`config.mk`:
```
export PLATFORM = sky130hd
export DESIGN_NAME = joint_pid_torque_with_wheel_clamp_unit
export DESIGN_NICKNAME = d
export VERILOG_FILES = /design/src/hdl/jpt_pkg.sv /design/src/hdl/joint_pid_torque_with_wheel_clamp_unit.sv /design/src/hdl/jpt_serial_mul.sv /design/src/hdl/jpt_joint_store.sv
export SDC_FILE = /design/constraint.sdc
export NUM_CORES = 2
export LEC_CHECK = 0
export BUFFER_PORTS_ARGS = -buffer_cell sky130_fd_sc_hd__buf_2
export CAP_MARGIN = 20
export CORE_ASPECT_RATIO = 0.9
export CORE_MARGIN = 5
export CORE_UTILIZATION = 32
export CTS_CLUSTER_SIZE = 14
export DETAILED_ROUTE_END_ITERATION = 8
export PLACE_DENSITY = 0.49
export SLEW_MARGIN = 0
export SYNTH_ARGS = -nofsm -noshare
export SYNTH_HDL_FRONTEND = slang
export SYNTH_HIERARCHICAL = 1
export SYNTH_SLANG_ARGS = --single-unit
```
`constraint.sdc`:
```
create_clock -name clk -period 11.7 [get_ports clk]
set_clock_uncertainty 0.15 [all_clocks]
set_input_delay 1.17 -clock clk [delete_from_list [all_inputs] [get_ports clk]]
set_output_delay 1.17 -clock clk [all_outputs]
set_load 0.03 [all_outputs]
```
`src/hdl/jpt_pkg.sv`:
```
// ----------------------------------------------------------------------------
// jpt_pkg: shared types and constants of the joint torque unit
// Widths of the shift-add multipliers, controller states, register indexes,
// register reset values and the per-joint store write word.
// ----------------------------------------------------------------------------
package jpt_pkg;

	localparam int MCAND_W  = 48;
	localparam int MPLIER_W = 16;
	localparam int PROD_W   = 64;
	localparam int CNT_W    = 5;

	typedef enum logic [2:0] {
		ST_IDLE,
		ST_MUL_A,
		ST_MUL_B,
		ST_SUM,
		ST_DONE
	} jpt_state_t;

	localparam logic [2:0] REG_PROP_GAIN     = 3'd0;
	localparam logic [2:0] REG_RATE_GAIN     = 3'd1;
	localparam logic [2:0] REG_INTEGRAL_GAIN = 3'd2;
	localparam logic [2:0] REG_TORQUE_LIMIT  = 3'd3;
	localparam logic [2:0] REG_INV_TIMESTEP  = 3'd4;
	localparam logic [2:0] REG_WHEEL_MASK    = 3'd5;

	localparam logic [15:0] PROP_GAIN_RST     = 16'd12800;
	localparam logic [15:0] RATE_GAIN_RST     = 16'd256;
	localparam logic [15:0] INTEGRAL_GAIN_RST = 16'd0;
	localparam logic [30:0] TORQUE_LIMIT_RST  = 31'd98304;
	localparam logic [15:0] INV_TIMESTEP_RST  = 16'd1000;
	localparam logic [5:0]  WHEEL_MASK_RST    = 6'd36;

	typedef struct packed {
		logic        prev_we;
		logic        sum_we;
		logic [31:0] prev;
		logic [47:0] sum;
	} jpt_store_wr_t;

endpackage

```
`src/hdl/joint_pid_torque_with_wheel_clamp_unit.sv`:
```
// ----------------------------------------------------------------------------
// joint_pid_torque_with_wheel_clamp_unit: per-joint torque stage
// Wheel joints clamp the reference torque to +/- limit; leg joints form a
// PID torque from angle error, angle rate and error sum, saturated to 32 bits.
//
// Channel   Dir  Handshake                 Payload
// s_*       in   s_tvalid / s_tready       tdata: target, measured; tuser: joint
// m_*       out  m_tvalid / m_tready       tdata: torque; tuser: joint, clamped
// APB       in   psel, penable, pwrite     paddr 4*index, 32-bit data
//
// Leg joint: ST_MUL_A, ST_MUL_B, ST_SUM and ST_DONE, then the output register,
// paced by two rounds of 16-step shift-add multipliers (rate and gains first,
// then rate gain). Wheel joint: ST_DONE, then the output register. A new word
// is taken only in ST_IDLE. Joint out of range: dropped at once.
// Reset clears per-joint state and loads register defaults.
// A result held at the output stalls only the final load in ST_DONE; new words
// are taken while it waits, until the next result is ready to load.
// ----------------------------------------------------------------------------
module joint_pid_torque_with_wheel_clamp_unit #(
	parameter int JOINT_COUNT = 6
) (
	input  logic        clk,
	input  logic        arst_n,
	input  logic        psel,
	input  logic        penable,
	input  logic        pwrite,
	input  logic [4:0]  paddr,
	input  logic [31:0] pwdata,
	output logic [31:0] prdata,
	output logic        pready,
	input  logic        s_tvalid,
	output logic        s_tready,
	input  logic [63:0] s_tdata,   // [31:0] target_angle, [63:32] measured_angle
	input  logic [2:0]  s_tuser,   // [2:0] joint_sel
	output logic        m_tvalid,
	input  logic        m_tready,
	output logic [31:0] m_tdata,   // [31:0] torque
	output logic [3:0]  m_tuser    // [2:0] joint_out, [3] clamped
);
	import jpt_pkg::*;

	localparam int         IDX_W       = (JOINT_COUNT > 1) ? $clog2(JOINT_COUNT) : 1;
	localparam logic [4:0] JOINT_LIMIT = 5'(JOINT_COUNT);

	logic [15:0] prop_gain_q;
	logic [15:0] rate_gain_q;
	logic [15:0] integral_gain_q;
	logic [30:0] torque_limit_q;
	logic [15:0] inv_timestep_q;
	logic [5:0]  wheel_mask_q;

	jpt_state_t state_q, state_d;

	logic        cfg_wr;
	logic        accept;
	logic        in_range;
	logic        wheel;
	logic [3:0]  joint_ext;
	logic [7:0]  mask_ext;
	logic [IDX_W-1:0] idx;

	logic [31:0] target;
	logic [31:0] meas;
	logic [31:0] prev_rd;
	logic [47:0] sum_rd;
	logic [32:0] err;
	logic [32:0] diff;
	logic [48:0] sum_wide;
	logic [47:0] sum_new;
	logic [32:0] t33;
	logic [32:0] lim33;
	logic [32:0] nlim33;
	logic [31:0] wheel_torque;
	logic        wheel_clamped;

	jpt_store_wr_t store_wr;

	logic              start_a;
	logic              start0;
	logic [MCAND_W-1:0]  mcand0;
	logic [MPLIER_W-1:0] mplier0;
	logic [PROD_W-1:0] prod0, prod1, prod2;
	logic              busy0, busy1, busy2;
	logic [47:0]       rate_sat;

	logic [57:0] total;
	logic [31:0] total_sat;
	logic        total_clamped;

	logic [2:0]  res_joint_q;
	logic [31:0] res_torque_q;
	logic        res_clamped_q;

	logic        out_free;
	logic        m_tvalid_q;
	logic [31:0] m_tdata_q;
	logic [3:0]  m_tuser_q;

	// configuration
	assign pready = 1'b1;
	assign cfg_wr = psel & penable & pwrite & pready;

	always_ff @(posedge clk or negedge arst_n) begin
		if (!arst_n) begin
			prop_gain_q     <= PROP_GAIN_RST;
			rate_gain_q     <= RATE_GAIN_RST;
			integral_gain_q <= INTEGRAL_GAIN_RST;
			torque_limit_q  <= TORQUE_LIMIT_RST;
			inv_timestep_q  <= INV_TIMESTEP_RST;
			wheel_mask_q    <= WHEEL_MASK_RST;
		end else if (cfg_wr) begin
			unique case (paddr[4:2])
				REG_PROP_GAIN:     prop_gain_q     <= pwdata[15:0];
				REG_RATE_GAIN:     rate_gain_q     <= pwdata[15:0];
				REG_INTEGRAL_GAIN: integral_gain_q <= pwdata[15:0];
				REG_TORQUE_LIMIT:  torque_limit_q  <= pwdata[30:0];
				REG_INV_TIMESTEP:  inv_timestep_q  <= pwdata[15:0];
				REG_WHEEL_MASK:    wheel_mask_q    <= pwdata[5:0];
				default: ;
			endcase
		end
	end

	always_comb begin
		unique case (paddr[4:2])
			REG_PROP_GAIN:     prdata = {16'd0, prop_gain_q};
			REG_RATE_GAIN:     prdata = {16'd0, rate_gain_q};
			REG_INTEGRAL_GAIN: prdata = {16'd0, integral_gain_q};
			REG_TORQUE_LIMIT:  prdata = {1'b0, torque_limit_q};
			REG_INV_TIMESTEP:  prdata = {16'd0, inv_timestep_q};
			REG_WHEEL_MASK:    prdata = {26'd0, wheel_mask_q};
			default:           prdata = '0;
		endcase
	end

	// input decode
	assign s_tready  = (state_q == ST_IDLE);
	assign accept    = s_tvalid & s_tready;
	assign joint_ext = {1'b0, s_tuser};
	assign idx       = joint_ext[IDX_W-1:0];
	assign in_range  = ({2'b00, s_tuser} < JOINT_LIMIT);
	assign mask_ext  = {2'b00, wheel_mask_q};
	assign wheel     = mask_ext[s_tuser];
	assign target    = s_tdata[31:0];
	assign meas      = s_tdata[63:32];

	jpt_joint_store #(
		.DEPTH (JOINT_COUNT),
		.IDX_W (IDX_W)
	) u_store (
		.clk     (clk),
		.arst_n  (arst_n),
		.idx     (idx),
		.wr      (store_wr),
		.rd_prev (prev_rd),
		.rd_sum  (sum_rd)
	);

	assign err      = {target[31], target} - {meas[31], meas};
	assign diff     = {meas[31], meas} - {prev_rd[31], prev_rd};
	assign sum_wide = {sum_rd[47], sum_rd} + {{16{err[32]}}, err};

	always_comb begin
		if (sum_wide[48] != sum_wide[47]) begin
			sum_new = sum_wide[48] ? {1'b1, 47'd0} : {1'b0, {47{1'b1}}};
		end else begin
			sum_new = sum_wide[47:0];
		end
	end

	assign store_wr.prev_we = accept & in_range;
	assign store_wr.sum_we  = accept & in_range & ~wheel;
	assign store_wr.prev    = meas;
	assign store_wr.sum     = sum_new;

	// wheel clamp
	assign t33    = {target[31], target};
	assign lim33  = {2'b00, torque_limit_q};
	assign nlim33 = -lim33;

	always_comb begin
		wheel_torque  = target;
		wheel_clamped = 1'b0;
		if ($signed(t33) > $signed(lim33)) begin
			wheel_torque  = lim33[31:0];
			wheel_clamped = 1'b1;
		end else if ($signed(t33) < $signed(nlim33)) begin
			wheel_torque  = nlim33[31:0];
			wheel_clamped = 1'b1;
		end
	end

	// multipliers: unit 0 does rate then rate gain, units 1 and 2 the other gains
	assign start_a  = accept & in_range & ~wheel;
	assign start0   = start_a | ((state_q == ST_MUL_A) & ~busy0);
	assign mcand0   = (state_q == ST_IDLE) ? {{15{diff[32]}}, diff} : rate_sat;
	assign mplier0  = (state_q == ST_IDLE) ? inv_timestep_q : rate_gain_q;

	always_comb begin
		if ((&prod0[63:47]) || ~(|prod0[63:47])) begin
			rate_sat = prod0[47:0];
		end else begin
			rate_sat = prod0[63] ? {1'b1, 47'd0} : {1'b0, {47{1'b1}}};
		end
	end

	jpt_serial_mul u_mul_rate (
		.clk     (clk),
		.arst_n  (arst_n),
		.start   (start0),
		.mcand   (mcand0),
		.mplier  (mplier0),
		.product (prod0),
		.busy    (busy0)
	);

	jpt_serial_mul u_mul_prop (
		.clk     (clk),
		.arst_n  (arst_n),
		.start   (start_a),
		.mcand   ({{15{err[32]}}, err}),
		.mplier  (prop_gain_q),
		.product (prod1),
		.busy    (busy1)
	);

	jpt_serial_mul u_mul_int (
		.clk     (clk),
		.arst_n  (arst_n),
		.start   (start_a),
		.mcand   (sum_new),
		.mplier  (integral_gain_q),
		.product (prod2),
		.busy    (busy2)
	);

	// combine: floor shift by 8 of each product, then saturate
	assign total = {{2{prod1[63]}}, prod1[63:8]}
	             - {{2{prod0[63]}}, prod0[63:8]}
	             + {{2{prod2[63]}}, prod2[63:8]};

	always_comb begin
		if ((&total[57:31]) || ~(|total[57:31])) begin
			total_sat     = total[31:0];
			total_clamped = 1'b0;
		end else begin
			total_sat     = total[57] ? 32'h8000_0000 : 32'h7FFF_FFFF;
			total_clamped = 1'b1;
		end
	end

	always_ff @(posedge clk) begin
		if (accept) begin
			res_joint_q   <= s_tuser;
			res_torque_q  <= wheel_torque;
			res_clamped_q <= wheel_clamped;
		end else if (state_q == ST_SUM) begin
			res_torque_q  <= total_sat;
			res_clamped_q <= total_clamped;
		end
	end

	// controller
	assign out_free = ~m_tvalid_q | m_tready;

	always_ff @(posedge clk or negedge arst_n) begin
		if (!arst_n) begin
			state_q <= ST_IDLE;
		end else begin
			state_q <= state_d;
		end
	end

	always_comb begin
		state_d = state_q;
		unique case (state_q)
			ST_IDLE: begin
				if (accept && in_range) begin
					state_d = wheel ? ST_DONE : ST_MUL_A;
				end
			end
			ST_MUL_A: begin
				if (!busy0) begin
					state_d = ST_MUL_B;
				end
			end
			ST_MUL_B: begin
				if (!busy0) begin
					state_d = ST_SUM;
				end
			end
			ST_SUM: state_d = ST_DONE;
			ST_DONE: begin
				if (out_free) begin
					state_d = ST_IDLE;
				end
			end
			default: state_d = ST_IDLE;
		endcase
	end

	// output register
	always_ff @(posedge clk or negedge arst_n) begin
		if (!arst_n) begin
			m_tvalid_q <= 1'b0;
		end else if ((state_q == ST_DONE) && out_free) begin
			m_tvalid_q <= 1'b1;
		end else if (m_tready) begin
			m_tvalid_q <= 1'b0;
		end
	end

	always_ff @(posedge clk) begin
		if ((state_q == ST_DONE) && out_free) begin
			m_tdata_q <= res_torque_q;
			m_tuser_q <= {res_clamped_q, res_joint_q};
		end
	end

	assign m_tvalid = m_tvalid_q;
	assign m_tdata  = m_tdata_q;
	assign m_tuser  = m_tuser_q;

`ifndef SYNTHESIS
	a_gain_units_aligned: assert property (@(posedge clk) disable iff (!arst_n)
		(state_q == ST_MUL_B) |-> (!busy1 && !busy2))
		else $error("gain multipliers still running in second round");

	a_leg_start: assert property (@(posedge clk) disable iff (!arst_n)
		(accept && in_range && !wheel) |=> (state_q == ST_MUL_A && busy0 && busy1 && busy2))
		else $error("leg word did not start the multipliers");

	a_out_joint_range: assert property (@(posedge clk) disable iff (!arst_n)
		m_tvalid |-> ({2'b00, m_tuser[2:0]} < JOINT_LIMIT))
		else $error("result for a joint out of range");

	a_done_load: assert property (@(posedge clk) disable iff (!arst_n)
		(state_q == ST_DONE && out_free) |=> (m_tvalid && state_q == ST_IDLE))
		else $error("finished result not loaded into output register");
`endif

endmodule

```
`src/hdl/jpt_serial_mul.sv`:
```
// ----------------------------------------------------------------------------
// jpt_serial_mul: bit-serial shift-add multiplier
// Signed 48-bit multiplicand times unsigned 16-bit multiplier, one multiplier
// bit per cycle, exact 64-bit product once busy drops; product holds after.
// ----------------------------------------------------------------------------
module jpt_serial_mul (
	input  logic                          clk,
	input  logic                          arst_n,
	input  logic                          start,
	input  logic [jpt_pkg::MCAND_W-1:0]   mcand,
	input  logic [jpt_pkg::MPLIER_W-1:0]  mplier,
	output logic [jpt_pkg::PROD_W-1:0]    product,
	output logic                          busy
);
	import jpt_pkg::*;

	logic [PROD_W-1:0]   acc_q;
	logic [PROD_W-1:0]   addend_q;
	logic [MPLIER_W-1:0] mplier_q;
	logic [CNT_W-1:0]    cnt_q;

	assign busy    = (cnt_q != '0);
	assign product = acc_q;

	always_ff @(posedge clk or negedge arst_n) begin
		if (!arst_n) begin
			cnt_q <= '0;
		end else if (start) begin
			cnt_q <= CNT_W'(MPLIER_W);
		end else if (busy) begin
			cnt_q <= cnt_q - 1'b1;
		end
	end

	always_ff @(posedge clk) begin
		if (start) begin
			acc_q    <= '0;
			addend_q <= {{(PROD_W-MCAND_W){mcand[MCAND_W-1]}}, mcand};
			mplier_q <= mplier;
		end else if (busy) begin
			if (mplier_q[0]) begin
				acc_q <= acc_q + addend_q;
			end
			addend_q <= addend_q << 1;
			mplier_q <= mplier_q >> 1;
		end
	end

endmodule

```
`src/hdl/jpt_joint_store.sv`:
```
// ----------------------------------------------------------------------------
// jpt_joint_store: per-joint previous angle and error sum
// One entry per joint, cleared by reset, read and written at one index.
// ----------------------------------------------------------------------------
module jpt_joint_store #(
	parameter int DEPTH = 6,
	parameter int IDX_W = 3
) (
	input  logic                  clk,
	input  logic                  arst_n,
	input  logic [IDX_W-1:0]      idx,
	input  jpt_pkg::jpt_store_wr_t wr,
	output logic [31:0]           rd_prev,
	output logic [47:0]           rd_sum
);
	import jpt_pkg::*;

	logic [31:0] prev_q [DEPTH];
	logic [47:0] sum_q  [DEPTH];

	assign rd_prev = prev_q[idx];
	assign rd_sum  = sum_q[idx];

	always_ff @(posedge clk or negedge arst_n) begin
		if (!arst_n) begin
			for (int k = 0; k < DEPTH; k++) begin
				prev_q[k] <= '0;
				sum_q[k]  <= '0;
			end
		end else begin
			if (wr.prev_we) begin
				prev_q[idx] <= wr.prev;
			end
			if (wr.sum_we) begin
				sum_q[idx] <= wr.sum;
			end
		end
	end

endmodule
```
==> reports/qor.txt <==
GLOBAL ROUTING
------------------------------------------------------------------------------
Overflow left after global routing                                           0
Antenna violations before repair                                            32
Via count of the first global-routing pass                               57000
Maximum number of pins on one net before global-route repair               151
Wire length of the first global-routing pass                            370 mm
Overall track demand over capacity in global routing                     20.1%

YOSYS
------------------------------------------------------------------------------
Async set-reset flop share out of synthesis                              54.3%
Post-Syn Area                                                      73400 sq um
Yosys warns                                                                  6
Post-Synthesis Cells                                                      7554
Prevailing post-synth register cell                               sky130_fd_sc_hd__dfrtp_1
EDFF count, synth                                                          312
Syn_area_per_cell                                                   9.72 sq um
Count of state elements after synthesis                                   1104
Synth area leader                                                 sky130_fd_sc_hd__dfrtp_1
Top cells by area in the synthesized netlist                      sky130_fd_sc_hd__dfrtp_1, sky130_fd_sc_hd__edfxtp_1, sky130_fd_sc_hd__mux2_2
Area share of the largest cell type after synthesis                      20.0%
Most frequent cells after synthesis                               sky130_fd_sc_hd__mux2_2, sky130_fd_sc_hd__nand2_1, sky130_fd_sc_hd__a21oi_1, sky130_fd_sc_hd__dfrtp_1, sky130_fd_sc_hd__inv_1
Synth cell types                                                           107
Most frequent cell after synthesis                                sky130_fd_sc_hd__mux2_2
Sequential element share of the synthesized area                         38.5%
Mapped Nets                                                               8157

POWER
------------------------------------------------------------------------------
Power per standard cell area                                       342 nW/um^2
Static leakage                                                         35.8 nW
Net Switching                                                         0.0133 W
Maximum ir drop on the vdd rail                                       0.173 mV
Clock network power share                                                14.6%
Int Pwr                                                               0.0145 W
Comb power frac                                                          60.7%
Sw Share                                                                 47.8%
Sequential share of power                                                24.7%

CLOCK TREE
------------------------------------------------------------------------------
Bufs on Longest Clock Path                                                   3
Root Driver                                                       sky130_fd_sc_hd__clkbuf_16
# H-tree levels                                                              4
Clock transition at the registers of the reported paths                  60 ps
Setup Fix Bufs, Post-CTS                                                     0
Clock insertion delay at the later pin of the skew report               790 ps
PostCTS Resize Cnt                                                           0
Number of clock sinks                                                     1104
Cts-stage hold buffer count                                                  0
CTS Buf Count                                                              133
Clock tree from TritonCTS                                                 done

SETUP PATH
------------------------------------------------------------------------------
Worst Reg2Reg Path Length in Cells                                          23
Largest fanout on the critical path                                         47
Required arrival time at the worst endpoint                           12080 ps
Crit Reg-Reg Startpoint                                           torque_limit_q[1]$_DFFE_PN0P_
Reg2Reg Capture Point                                             res_torque_q[4]$_DFFE_PP_
Slowest library cell on the worst path                            sky130_fd_sc_hd__a211oi_4
Crit path to                                                      u_mul_int/addend_q[18]$_DFFE_PP_
Register-to-register path setup slack                                  4940 ps
Worst path arrival time                                                9060 ps
Critical Path Start Type                                             input pin
Crit Path Category                                                input pin to register
Kind of end point of the critical path                                register
Cell with the most instances on the worst path                    sky130_fd_sc_hd__o21ai_0
Critical path launch point                                          s_tdata[0]
Delay of the slowest critical-path stage                                780 ps

FINISH
------------------------------------------------------------------------------
Share of post-route cells with drive strength above 1                    18.5%
Area used by multi-input combinational logic                       41800 sq um
Filler Cells Inserted                                                    23000
Relative area change from synthesis to final layout                      10.9%
Net total in the final layout                                             8153
Area occupied by registers                                         28200 sq um
Final Util                                                               35.7%

OUTCOME
------------------------------------------------------------------------------
Outcome                                                           complete, no violations

RUN
------------------------------------------------------------------------------
Number of maximum-capacitance violations                                     0

WORST HOLD PATH
------------------------------------------------------------------------------
Worst min-delay path class                                        register to register

PLACED DESIGN
------------------------------------------------------------------------------
HPWL after detailed placement                                           182 mm
Number of buffers inserted by port buffering                               176
Final GP Congestion                                                      0.915

TIMING
------------------------------------------------------------------------------
Setup total negative slack                                                0 ps
Relative slew slack                                                      21.4%
Min cycle time layout                                                  8680 ps
Fmax                                                                   115 MHz
Final count of negative-setup-slack endpoints                                0
RSZ-0062 raised after global routing                                     false
Hold Violations, Final                                                       0
Worst Tran Pin Value                                                   1170 ps
Post-route clock period utilization                                      74.2%
Number of pins with negative max-slew slack in the final report              0

DETAILED ROUTING
------------------------------------------------------------------------------
Routed met1 length                                                      126 mm
Top sig layer                                                             met5
Detailed-routed wire length on met3                                    14.0 mm
Via-per-instance ratio                                                    5.44
Length of routed met2 wiring                                            103 mm
Total via count after detailed routing                                   58200
Drt pass-1 iters                                                             6
Number of DRC markers in iteration 0                                      5241
Total Wirelength                                                        248 mm
Drt drc                                                                      0
Routed wire per std cell                                          23.2 microns
Post-DRT Antenna Nets                                                        0

FLOORPLAN
------------------------------------------------------------------------------
Core Area                                                         228000 sq um
IO Count                                                                   182
Height of the die                                                  464 microns
Number of rows in the core area                                            166
Starting Density                                                         32.2%
Die Footprint                                                     239000 sq um
Width of the die                                                   515 microns

-- power groups by stage --
stage               sequential, W  combinational [W]  clock [W]
detailed placement        0.00694             0.0166          0
finish                    0.00688             0.0169    0.00405
global placement          0.00689             0.0165          0
global route              0.00704             0.0185    0.00433
floorplan                 0.00643             0.0122          0
CTS                       0.00687             0.0167    0.00417
-- state kept, by name, summed over array words and instances (netlist names), 64 cells and up --
signal               cells
u_store/sum_q          288
u_mul_int/addend_q      64
u_mul_prop/addend_q     64
u_store/prev_q         192
u_mul_rate/addend_q     64
u_mul_rate/product      64
u_mul_prop/product      64
u_mul_int/product       64
-- worst min path at each step --
stage / slack [ps] / cells past startpoint / start / endpoint
floorplan: 250 / 0 / res_torque_q[0]$_DFFE_PP_ / m_tdata[0]$_DFFE_PP_
CTS: 270 / 0 / res_torque_q[24]$_DFFE_PP_ / m_tdata[24]$_DFFE_PP_
finish: 270 / 0 / res_torque_q[16]$_DFFE_PP_ / m_tdata[16]$_DFFE_PP_
global placement: 250 / 0 / res_joint_q[1]$_DFFE_PP_ / m_tuser[1]$_DFFE_PP_
global route: 280 / 0 / res_joint_q[2]$_DFFE_PP_ / m_tuser[2]$_DFFE_PP_
detailed placement: 250 / 0 / res_torque_q[16]$_DFFE_PP_ / m_tdata[16]$_DFFE_PP_
-- worst max-delay path: cells and delay by family --
family | cells | cell delay, ps
AOI/OAI and AO/OA | 16 | 4600
buffers and inverters | 4 | 1160
adders and majority gates | 3 | 850
and+or+nand+nor | 7 | 770
muxes | 1 | 450
-- kinds of logic after synthesis --
logic type / Yosys count / synth area share [%]
mux: 972 / 14.9
xor+xnor: 325 / 3.88
fa+ha+maj: 492 / 9.02
compound gates: 1933 / 16.8
other cells: 2 / 0.0102
simple gates: 1838 / 12.1
buf+inv: 888 / 4.86
flops: 1104 / 38.5
-- placed cells by master (no fill, tap or decap), drive strengths merged, types with 53 or more instances in the layout --
cell	count
and3	74
a21oi	641
inv	505
nand2b	60
o211ai	80
nor2	331
nor2b	91
a31oi	64
o21a	53
nand2	739
fa	62
dfxtp	192
a211oi	74
nand3	123
o21ai	448
nand4	92
a21o	174
o221ai	63
xnor2	197
xor2	128
edfxtp	312
mux2	826
mux2i	138
ha	430
dfrtp	586
clkbuf	197
nor3	68
buf	251
-- per-layer routing --
metal | global-route usage, % | vias up
met2 | 29.4 | 1546
met3 | 2.87 | 289
met5 | 0 | -
met4 | 4.08 | 14
li1 | - | 27400
met1 | 31.2 | 29000
-- per-stage QoR --
step	setup WS, ps	total power [W]	cells	hold WS, ps	cell area, sq um
3_3_place_gp	2260	0.0234	10400	255	77200
3_5_place_dp	2320	0.0235	10400	255	77200
4_1_cts	3130	0.0277	10700	267	81300
2_1_floorplan	3040	0.0187	7554	250	73400
5_1_grt	2510	0.0299	10700	282	81400
6_report	3020	0.0278	10700	268	81400
-- cell type report --
class / count / area share (%)
multi-input cells: 5562 / 51.3
flip-flops and latches: 1104 / 34.7
clock buffers: 196 / 4.72
well taps: 3024 / 4.65
inverters: 497 / 2.30
repair buffers: 252 / 1.87
clock inverters: 48 / 0.440
diodes: 14 / 0.0430
Note: power is estimated with default switching activity, not from simulation.
